**src/rtl/tterm_pkg.sv**
```systemverilog
// ----------------------------------------------------------------------------
// tterm_pkg
// Shared types, codes and constants of the text terminal cell engine.
// ----------------------------------------------------------------------------
package tterm_pkg;

  // Default geometry of the cell ring
  localparam int DEF_RING_ROWS   = 512;
  localparam int DEF_MAX_COLUMNS = 256;

  // Register reset values
  localparam logic [23:0] RST_TEXT_COLOR = 24'h0B6623;
  localparam logic [23:0] RST_BACK_COLOR = 24'hFFFFFF;
  localparam logic [8:0]  RST_COLUMNS    = 9'd80;
  localparam logic [8:0]  RST_ROWS       = 9'd25;

  // Configuration register indexes
  localparam logic [1:0] CFG_TEXT_COLOR = 2'd0;
  localparam logic [1:0] CFG_BACK_COLOR = 2'd1;
  localparam logic [1:0] CFG_COLUMNS    = 2'd2;
  localparam logic [1:0] CFG_ROWS       = 2'd3;

  // Commands
  localparam logic [1:0] CMD_PUT  = 2'd0;
  localparam logic [1:0] CMD_MOVE = 2'd1;
  localparam logic [1:0] CMD_READ = 2'd2;

  // Codepoints of interest
  localparam logic [20:0] CH_BS     = 21'h08;
  localparam logic [20:0] CH_LF     = 21'h0A;
  localparam logic [20:0] CH_CR     = 21'h0D;
  localparam logic [20:0] CH_ESC    = 21'h1B;
  localparam logic [20:0] CH_SPACE  = 21'h20;
  localparam logic [20:0] CH_ZERO   = 21'h30;
  localparam logic [20:0] CH_TWO    = 21'h32;
  localparam logic [20:0] CH_SEVEN  = 21'h37;
  localparam logic [20:0] CH_J      = 21'h4A;
  localparam logic [20:0] CH_LBRACK = 21'h5B;
  localparam logic [20:0] CH_M      = 21'h6D;

  // Escape decoder phases
  localparam logic [1:0] PH_NONE = 2'd0;
  localparam logic [1:0] PH_SEEN = 2'd1;
  localparam logic [1:0] PH_CSI  = 2'd2;
  localparam logic [1:0] PH_SGR  = 2'd3;

  // Escape parameter codes
  localparam logic [1:0] ARG_NONE  = 2'd0;
  localparam logic [1:0] ARG_ZERO  = 2'd1;
  localparam logic [1:0] ARG_SEVEN = 2'd2;
  localparam logic [1:0] ARG_TWO   = 2'd3;

  typedef struct packed {
    logic [1:0]  cmd;
    logic [20:0] char_code;
    logic [7:0]  target_row;
    logic [7:0]  target_column;
  } in_t;

  typedef struct packed {
    logic        accepted;
    logic        scrolled;
    logic        screen_cleared;
    logic        cell_written;
    logic [7:0]  cell_row;
    logic [7:0]  cell_column;
    logic [20:0] cell_char;
    logic [23:0] cell_fore;
    logic [23:0] cell_back;
    logic [7:0]  cursor_screen_row;
    logic [8:0]  cursor_screen_column;
    logic        inverse_on;
  } out_t;

  // Controller to datapath commands
  typedef struct packed {
    logic take;        // capture input word
    logic exec;        // decode and apply the item
    logic write_cell;  // deferred cell write after a wrap
    logic sweep;       // blank one cell of the sweep
    logic finish;      // load result word (read data or plain)
    logic from_read;   // result carries read data
  } ctl_t;

  // Datapath to controller status
  typedef struct packed {
    logic out_free;
    logic go_full;
    logic go_row;
    logic go_write;
    logic go_read;
    logic pend_write;
    logic col_last;
    logic row_last;
  } stat_t;

endpackage

```
**src/rtl/tterm_ctrl.sv**
```systemverilog
// ----------------------------------------------------------------------------
// tterm_ctrl
// Sequencer: accepts words, steps execution, memory sweeps and result loads.
// ----------------------------------------------------------------------------
module tterm_ctrl
  import tterm_pkg::*;
(
  input  logic  clk,
  input  logic  rst,
  input  logic  in_valid,
  output logic  in_ready,
  input  stat_t st,
  output ctl_t  ctl
);

  localparam logic [2:0] S_INIT  = 3'd0;
  localparam logic [2:0] S_IDLE  = 3'd1;
  localparam logic [2:0] S_EXEC  = 3'd2;
  localparam logic [2:0] S_ROW   = 3'd3;
  localparam logic [2:0] S_FULL  = 3'd4;
  localparam logic [2:0] S_WRITE = 3'd5;
  localparam logic [2:0] S_RDATA = 3'd6;
  localparam logic [2:0] S_DONE  = 3'd7;

  logic [2:0] state, state_next;

  assign in_ready = (state == S_IDLE);

  // next state and commands
  always_comb begin
    state_next = state;
    ctl = '0;
    case (state)
      S_INIT: begin
        ctl.sweep = 1'b1;
        if (st.col_last && st.row_last) state_next = S_IDLE;
      end
      S_IDLE: begin
        if (in_valid) begin
          ctl.take = 1'b1;
          state_next = S_EXEC;
        end
      end
      S_EXEC: begin
        if (st.out_free) begin
          ctl.exec = 1'b1;
          if (st.go_full)       state_next = S_FULL;
          else if (st.go_row)   state_next = S_ROW;
          else if (st.go_write) state_next = S_WRITE;
          else if (st.go_read)  state_next = S_RDATA;
          else                  state_next = S_IDLE;
        end
      end
      S_ROW: begin
        ctl.sweep = 1'b1;
        if (st.col_last) state_next = st.pend_write ? S_WRITE : S_DONE;
      end
      S_FULL: begin
        ctl.sweep = 1'b1;
        if (st.col_last && st.row_last) state_next = S_DONE;
      end
      S_WRITE: begin
        if (st.out_free) begin
          ctl.write_cell = 1'b1;
          state_next = S_IDLE;
        end
      end
      S_RDATA: begin
        if (st.out_free) begin
          ctl.finish    = 1'b1;
          ctl.from_read = 1'b1;
          state_next    = S_IDLE;
        end
      end
      S_DONE: begin
        if (st.out_free) begin
          ctl.finish = 1'b1;
          state_next = S_IDLE;
        end
      end
      default: state_next = S_IDLE;
    endcase
  end

  always_ff @(posedge clk) begin
    if (rst) state <= S_INIT;
    else     state <= state_next;
  end

endmodule

```
**config.mk**
```make
export PLATFORM = sky130hd
export DESIGN_NAME = tterm_ctrl
export DESIGN_NICKNAME = d
export VERILOG_FILES = /design/src/rtl/tterm_pkg.sv /design/src/rtl/tterm_ctrl.sv
export SDC_FILE = /design/constraint.sdc
export NUM_CORES = 1
export LEC_CHECK = 0
export BUFFER_PORTS_ARGS = -buffer_cell sky130_fd_sc_hd__buf_2
export CAP_MARGIN = 20
export CORE_UTILIZATION = 25
export DETAILED_ROUTE_END_ITERATION = 10
export PLACE_DENSITY = 0.51
export SLEW_MARGIN = 20
export SYNTH_ARGS = -nofsm -noshare
export SYNTH_HDL_FRONTEND = slang
export SYNTH_SLANG_ARGS = --single-unit
```
**constraint.sdc**
```tcl
create_clock -name clk -period 4.2 [get_ports clk]
set_clock_uncertainty 0.1 [all_clocks]
set_input_delay 0.21 -clock clk [delete_from_list [all_inputs] [get_ports clk]]
set_output_delay 0.21 -clock clk [all_outputs]
set_load 0.03 [all_outputs]
```
After elaboration in Yosys (flattened, before gate mapping)

Cells that the tools add are included.

Input bits: 11
Memory bits (writable): 0
Output and inout port bits: 7
Flip-flop bits (word level): 3
Memories: 0
ROM bits: 0
Logic and storage cells: 40
Bits in latches: 0

$lt $le $gt $ge: 0
Bitwise gates (word level): 0
Div/mod/pow operators: 0
$add $sub $neg: 0
Mux-type cells: 21
Reduce and logical (&&, ||, !) cells: 5
Multiply operators: 0
Shift-type cells: 0
Equality and inequality tests: 13

Operator list:

| cell                 | number |
|---|---|
| $mux W3              | 10 |
| $pmux W3 S6          | 1 |
| $eq A3 B3 Y1 const B | 4 |
| $ne A2 B2 Y1 const B | 5 |
| $mux W1              | 7 |
| $eq A3 B2 Y1 const B | 2 |
| $reduce_and A6 Y1    | 1 |
| $reduce_or A3 Y1     | 2 |
| $mux W2              | 2 |
| $eq A3 B1 Y1 const B | 1 |
| $logic_not A3 Y1     | 1 |
| $ne A2 B1 Y1 const B | 1 |
| $pmux W1 S2          | 1 |
| $logic_and A1 B1 Y1  | 1 |

Depth between registers and ports, before layout

Gate-level depths: netlist of the first run.

Depth in word-level cells: 6
Mapped depth: 5
Mapped depth without buffers: 4

Worst setup path after synthesis of the first run

No wires, ideal clock.

Path kind: reg2out
From: register state[1]
To: output port ctl[4] (netlist bit)
Data required time: 3890 ps
Arrival: 1530 ps
Buffers on the path: 1
Cell stages (with the launch flop): 4
Path slack: 2360 ps
Cell sequence: dfxtp_1 buf_2 inv_1 nor4_1

RTL lines:

| item                   | RTL line         | source |
|---|---|---|
| from (decl)            | tterm_ctrl.sv:25 | `logic [2:0] state, state_next;` |
| from (signal assigned) | tterm_ctrl.sv:87 | `else state <= state_next;` |
| to (decl)              | tterm_ctrl.sv:13 | `output ctl_t ctl` |

==> impl_results.md, run 1 <==
* Vias in the first global route at between 300 and 400
* TritonCTS Sinks at 3
* CTS buffer count at 3
* Critical Path Max Stage Delay at around 0.63 ns
* Worst-path maximum fanout at 16
* Internal at 0.00008267 W
* Net Sw Power at approximately 0.000045 W
* Drt initial violations at 9
* Clock share of power at 40.0%
* N_diodes at 0
* Unrepaired setup endpoints after global routing: no
* WL final at approximately 890 um
* Critical-path cell list: nand2b_1 -> nor2_1 -> and2_1 -> buf_2
* Largest net degree at the start of global routing at 17
* Comb power frac at a little under a third
* Boundary pin count at 18
* Synth top area share at roughly 17%
* Yosys warns at 0
* Row cnt at 13
* Mapped Area at ~350 um2
* Worst-case vdd ir drop at 130.1 uV
* CTS root buffer: clkbuf_4
* Final Util at a little over a third
* Met2 Use GR at a little under a fifth
* Crit. End Element: output pin
* Max clock buf depth at 2
* Leakage power at 0.2099 nW
* Die area at around 1500 um2
* Sequential area share after synthesis at 17.39%
* Starting density of the core at about 27%
* Final net count at 81
* DRC at 0
* GRT Total Usage at between 10% and 20%
* GRT Max-Usage Layer: met1
* Slew @ Worst Pin at around 0.51 ns
* Core Area at between 1000 and 1500 um2
* DPL Wire Length at approximately 670 um
* Tmin final at 1.794 ns
* Synth Area per Inst at around 6.8 um2
* Dpl ws at 2.520 ns
* Fmax achieved at 557.4 MHz
* Worst skew pair latency at 0.23 ns
* Input/output buffers at 17
* Area grow syn2layout at 31.52%
* Synth cell count leaders: 8 x nor2_1, 5 x inv_1, 4 x a21oi_1, 4 x o21ai_0
* Post-cts sizing count at 0
* Vias/cell at between 4 and 5
* WP data required at around 3.9 ns
* Post-synth EDFFs at 0
* Ranking of synthesized cells by area: dfxtp_1 17%, nor2_1 8.7%, a21oi_1 5.8%, mux2i_1 5.8%, o21ai_0 5.8%
* Top Registers: state (3)
* Drt wl/cell at 10.60 um
* Count leader, synth: nor2_1
* Fillers at between 100 and 150
* Outcome: finished, final reports clean
* Setup bufs post-CTS at 0
* Die span in y at slightly below 40 um
* Final hold viol count at 0
* Sw frac at 35.08%
* H-tree depth at 1
* Hold buffers post-CTS at 0
* Grt met1 use at 19.05%
* Yosys top cell by area: dfxtp_1
* Iteration count of the initial detailed-routing pass at 4
* Seq pwr share at between 20% and 30%
* Largest Register: state
* Initial antenna violation count at 0
* First-pass GRT wire length at 1.366 mm
* CTS tree: yes
* Setup TNS at 0 ns
* Layout cells sized above 1 at between 30% and 40%
* ANT nets after route at 0
* Setup CP Type: reg -> out
* Number of flip-flops in the largest register at 3
* Syn_nets at 62
* Share of flip-flops with an asynchronous set or reset at 0%
* Worst hold path type: in -> reg
* Ys flop type: dfxtp_1
* GPL Wtd Cong at 0.7369
* Yosys reg bits at 3
* Slew margin rel. at between 60% and 70%
* Die width at 39.17 um
* Netlist cell types at 26
* Final setup fails at 0
* Routed via count at slightly above 400
* Gr ovfl total at 0
* Met3 Use GR at ~3.5%
* Power per Cell Area at between 200 and 300 nW/um2
* Cells after synthesis at a little over 50
* CTS clk-pin slew, worst paths at approximately 0.040 ns
* WP data arrival at around 1.5 ns
* Crit share post-route at 42.71%
* Final slew viol count at 0
* Max Cap Violations at 0
* Crit start category: register
* Final worst slack at around 2.4 ns
* Crit path max-delay cell type: dfxtp_1
## power by group through the flow
| stage | Clock (W) | Sequential (W) | Combinational (W) |
|---|---|---|---|
| final | 0.0000509 | 0.0000375 | 0.0000389 |
| after CTS | 0.0000522 | 0.0000372 | 0.0000391 |
| after detailed placement | 0 | 0.0000376 | 0.0000390 |
| after global placement | 0 | 0.0000374 | 0.0000393 |
| after global routing | 0.0000549 | 0.0000381 | 0.0000431 |
| after floorplan | 0 | 0.0000323 | 0.0000315 |
## logic make-up (layout without fill, tap and decap cells)
| kind of cell | after synthesis | in the layout | synth area share [%] |
|---|---|---|---|
| mux | 3 | 3 | 9.058 |
| buf+inv | 8 | 26 | 11.59 |
| simple gates | 21 | 21 | 31.16 |
| compound gates | 16 | 16 | 30.80 |
| flops | 3 | 3 | 17.39 |
## worst max-delay path, delay by kind of cell (launching register included)
kind          cells  cell delay (ns)
buf+inv           1             0.20
flops             1             0.63
simple gates      3             0.43
## layer usage
layer / routed length [um] / share of wire, %
met2: 390 / 44
met4: 0 / 0
met3: 23 / 2.6
met5: 0 / 0
met1: 476 / 53
## cells in the final DEF (no fill, tap or decap), drive strengths merged
cell type	n
a211o	1
and3b	1
dfxtp	3
o41ai	1
buf	17
and2	3
a31oi	1
clkbuf	4
o211ai	1
nor2b	1
mux2i	2
mux2	1
o31a	1
a21oi	4
nor2	8
a221o	1
nand2	3
o21ai	4
inv	5
nor3	1
nor4b	1
a211oi	1
o311ai	1
nand2b	2
nor4	1
## final cells by class
| type | instances | area [um2] | share of cell area, % |
|---|---|---|---|
| clock buffers | 4 | 26.28 | 5.785 |
| multi-input cells | 40 | 245.2 | 53.99 |
| inverters | 5 | 18.77 | 4.132 |
| well taps | 15 | 18.77 | 4.132 |
| flip-flops and latches | 3 | 60.06 | 13.22 |
| repair buffers | 17 | 85.08 | 18.73 |
## per-stage QoR
| stage | cell area (um2) | cells | power [W] | hold WS, ns |
|---|---|---|---|---|
| after floorplan | 345.3 | 51 | 0.00006388 | 0.1791 |
| after global placement | 427.9 | 80 | 0.00007674 | 0.3267 |
| after detailed placement | 427.9 | 80 | 0.00007661 | 0.3327 |
| after CTS | 454.2 | 84 | 0.0001285 | 0.08127 |
| after global routing | 454.2 | 84 | 0.0001361 | 0.1022 |
| final | 454.2 | 84 | 0.0001273 | 0.09056 |
## path summary, 6_finish.rpt
check,endpoint,slack (ns),startpoint,cells past startpoint
hold / removal,state[2]$_SDFFE_PP0P_,0.09,rst,2
hold reg to reg,state[1]$_SDFFE_PP0P_,0.54,state[1]$_SDFFE_PP0P_,2
setup / recovery,ctl[5],2.41,state[0]$_SDFFE_PP0P_,4
setup reg to reg,state[1]$_SDFFE_PP0P_,2.52,state[0]$_SDFFE_PP0P_,4
No activity file was read; power rests on OpenSTA's default activity.
==> inputs of run 2 (changes only) <==
--- a/config.mk
+++ b/config.mk
@@ -9,7 +9,7 @@
 export CAP_MARGIN = 20
 export CORE_UTILIZATION = 25
 export DETAILED_ROUTE_END_ITERATION = 10
-export PLACE_DENSITY = 0.51
+export PLACE_DENSITY = 0.53
 export SLEW_MARGIN = 20
 export SYNTH_ARGS = -nofsm -noshare
 export SYNTH_HDL_FRONTEND = slang
==> constraint.sdc (replaced) <==
create_clock -name clk -period 1.65 [get_ports clk]
set_clock_uncertainty 0.1 [all_clocks]
set_input_delay 0.0825 -clock clk [delete_from_list [all_inputs] [get_ports clk]]
set_output_delay 0.0825 -clock clk [all_outputs]
set_load 0.03 [all_outputs]
==> impl_results.md, run 2 (synthesized netlist as in run 1, its figures left out) <==
* Crit. End Element: output pin
* Met2 wire len at roughly 440 um
* CTS clk-pin slew, worst paths at ~0.04 ns
* Max clock buf depth at 2
* First-pass GRT wire length at 1.497 mm
* Final net count at between 80 and 90
* Critical-path cell list: buf_4 -> nand2b_1 -> nor2_2 -> and2_1 -> buf_2
* H-tree depth at 1
* Worst-path maximum fanout at 11
* Critical Path Max Stage Delay at 0.37 ns
* Top Registers: state (3)
* Sw frac at between 30% and 40%
* Gr ovfl total at 0
* Number of flip-flops in the largest register at 3
* Final Util at 38.95%
* Crit path max-delay cell type: dfxtp_2
* CTS buffer count at 3
* Leakage power at 0.2303 nW
* Boundary pin count at 18
* Comb power frac at about a third
* Slew @ Worst Pin at between 0.2 and 0.3 ns
* Crit start category: register
* Routed via count at ~440
* Seq pwr share at between 20% and 30%
* WP data arrival at roughly 1.3 ns
* Setup TNS at 0 ns
* Worst path buffer plus inverter count at 2
* Tmin final at 1.507 ns
* Final hold viol count at 0
* Max Cap Violations at 0
* Die span in y at approximately 40 um
* Internal at 0.0002210 W
* Final worst slack at between 0.1 and 0.15 ns
* TritonCTS Sinks at 3
* Non-filler cells in the finished layout at 88
* DPL Wire Length at slightly above 700 um
* Unrepaired setup endpoints after global routing: no
* CTS tree: yes
* Crit share post-route at 91.32%
* Iteration count of the initial detailed-routing pass at 4
* Crit path max-delay family: buffers and inverters
* WL final at 926 um
* N_diodes at 0
* Row cnt at 13
* Commonest cells after routing, fill and taps aside: 16 x buf_2, 7 x nor2_1, 5 x inv_1
* Largest Register: state
* Input/output buffers at 17
* Setup CP Type: reg -> out
* Worst-case vdd ir drop at ~220 uV
* DRC at 0
* Top layer in use: met3
* Area grow syn2layout at 44.93%
* Met1 WL at roughly 420 um
* Power per Cell Area at around 690 nW/um2
* Outcome: finished, final reports clean
* Fmax achieved at ~660 MHz
* Final slew viol count at 0
* Design Power at around 0.00035 W
* ANT nets after route at 0
* Initial antenna violation count at 0
* Clock share of power at around two fifths
* Net Sw Power at approximately 0.00012 W
* Die area at around 1500 um2
* Die width at between 30 and 40 um
* WP data required at 1.47 ns
* Largest net degree at the start of global routing at 12
* Drt initial violations at 17
* GRT Total Usage at between 10% and 20%
* Vias/cell at approximately 5.0
* Worst skew pair latency at about 0.24 ns
* GPL Wtd Cong at roughly 0.86
* Drt wl/cell at about 11 um
* Met3 WL at around 66 um
* Worst hold path type: in -> reg
* CTS root buffer: clkbuf_4
* Final setup fails at 0
* Layout cells sized above 1 at 38.36%
* Most common cell after layout, fill and taps aside: buf_2
* Starting density of the core at between 20% and 30%
* Slew margin rel. at 82.45%
* Core Area at 1285 um2
* Dpl ws at 0.2085 ns
* Placed Cells at 83
* Setup bufs post-CTS at 0
* Vias in the first global route at 350
==> run 2: worst paths after layout <==
kind | from | endpoint | slack (ns) | cells past startpoint
setup reg to reg | state[2]$_SDFFE_PP0P_ | state[1]$_SDFFE_PP0P_ | 0.18 | 4
setup / recovery | state[0]$_SDFFE_PP0P_ | ctl[5] | 0.14 | 5
hold / removal | in_valid | state[0]$_SDFFE_PP0P_ | 0.06 | 3
hold reg to reg | state[1]$_SDFFE_PP0P_ | state[0]$_SDFFE_PP0P_ | 0.47 | 2
==> run 2: area by class of cell <==
class                      count  area [um2]
inverter                       5       18.77
multi-input combinational     40       254.0
tap                           15       18.77
clock buffer                   4       26.28
fill                         139       784.5
timing repair buffer          21       120.1
sequential                     3       62.56
==> run 2: layer usage <==
metal,vias up,global-route usage (%)
met4,0,7.759
met1,201,19.32
met5,-,0
met2,11,20.42
li1,226,-
met3,0,6.936
==> run 2: through the flow <==
step           area (um2)  hold slack [ns]
3_5_place_dp        459.2           0.2177
5_1_grt             500.5          0.06629
2_1_floorplan       354.1          0.05157
3_3_place_gp        459.2           0.2082
6_report            500.5          0.05591
4_1_cts             495.5          0.06281
==> run 2: power by group through the flow <==
| stage | logic (W) | clock network (W) | registers (W) |
|---|---|---|---|
| after floorplan | 0.0000828 | 0 | 0.0000823 |
| after global placement | 0.000120 | 0 | 0.0000874 |
| after detailed placement | 0.000118 | 0 | 0.0000873 |
| after CTS | 0.000119 | 0.000144 | 0.0000864 |
| after global routing | 0.000133 | 0.000155 | 0.0000888 |
| final | 0.000120 | 0.000138 | 0.0000877 |
==> run 2: repair_timing <==
| item | in CTS | in global routing |
|---|---|---|
| endpoints found under the setup margin | 0 | 2 |
| hold buffers | 1 | 0 |
| endpoints found under the hold margin | 3 | 0 |
| resized for setup | 0 | 3 |
==> run 2: worst min-delay path, cell delays in order <==
cell and delay, ns:
buf_2 0.09, and2_1 0.13, a211oi_1 0.05
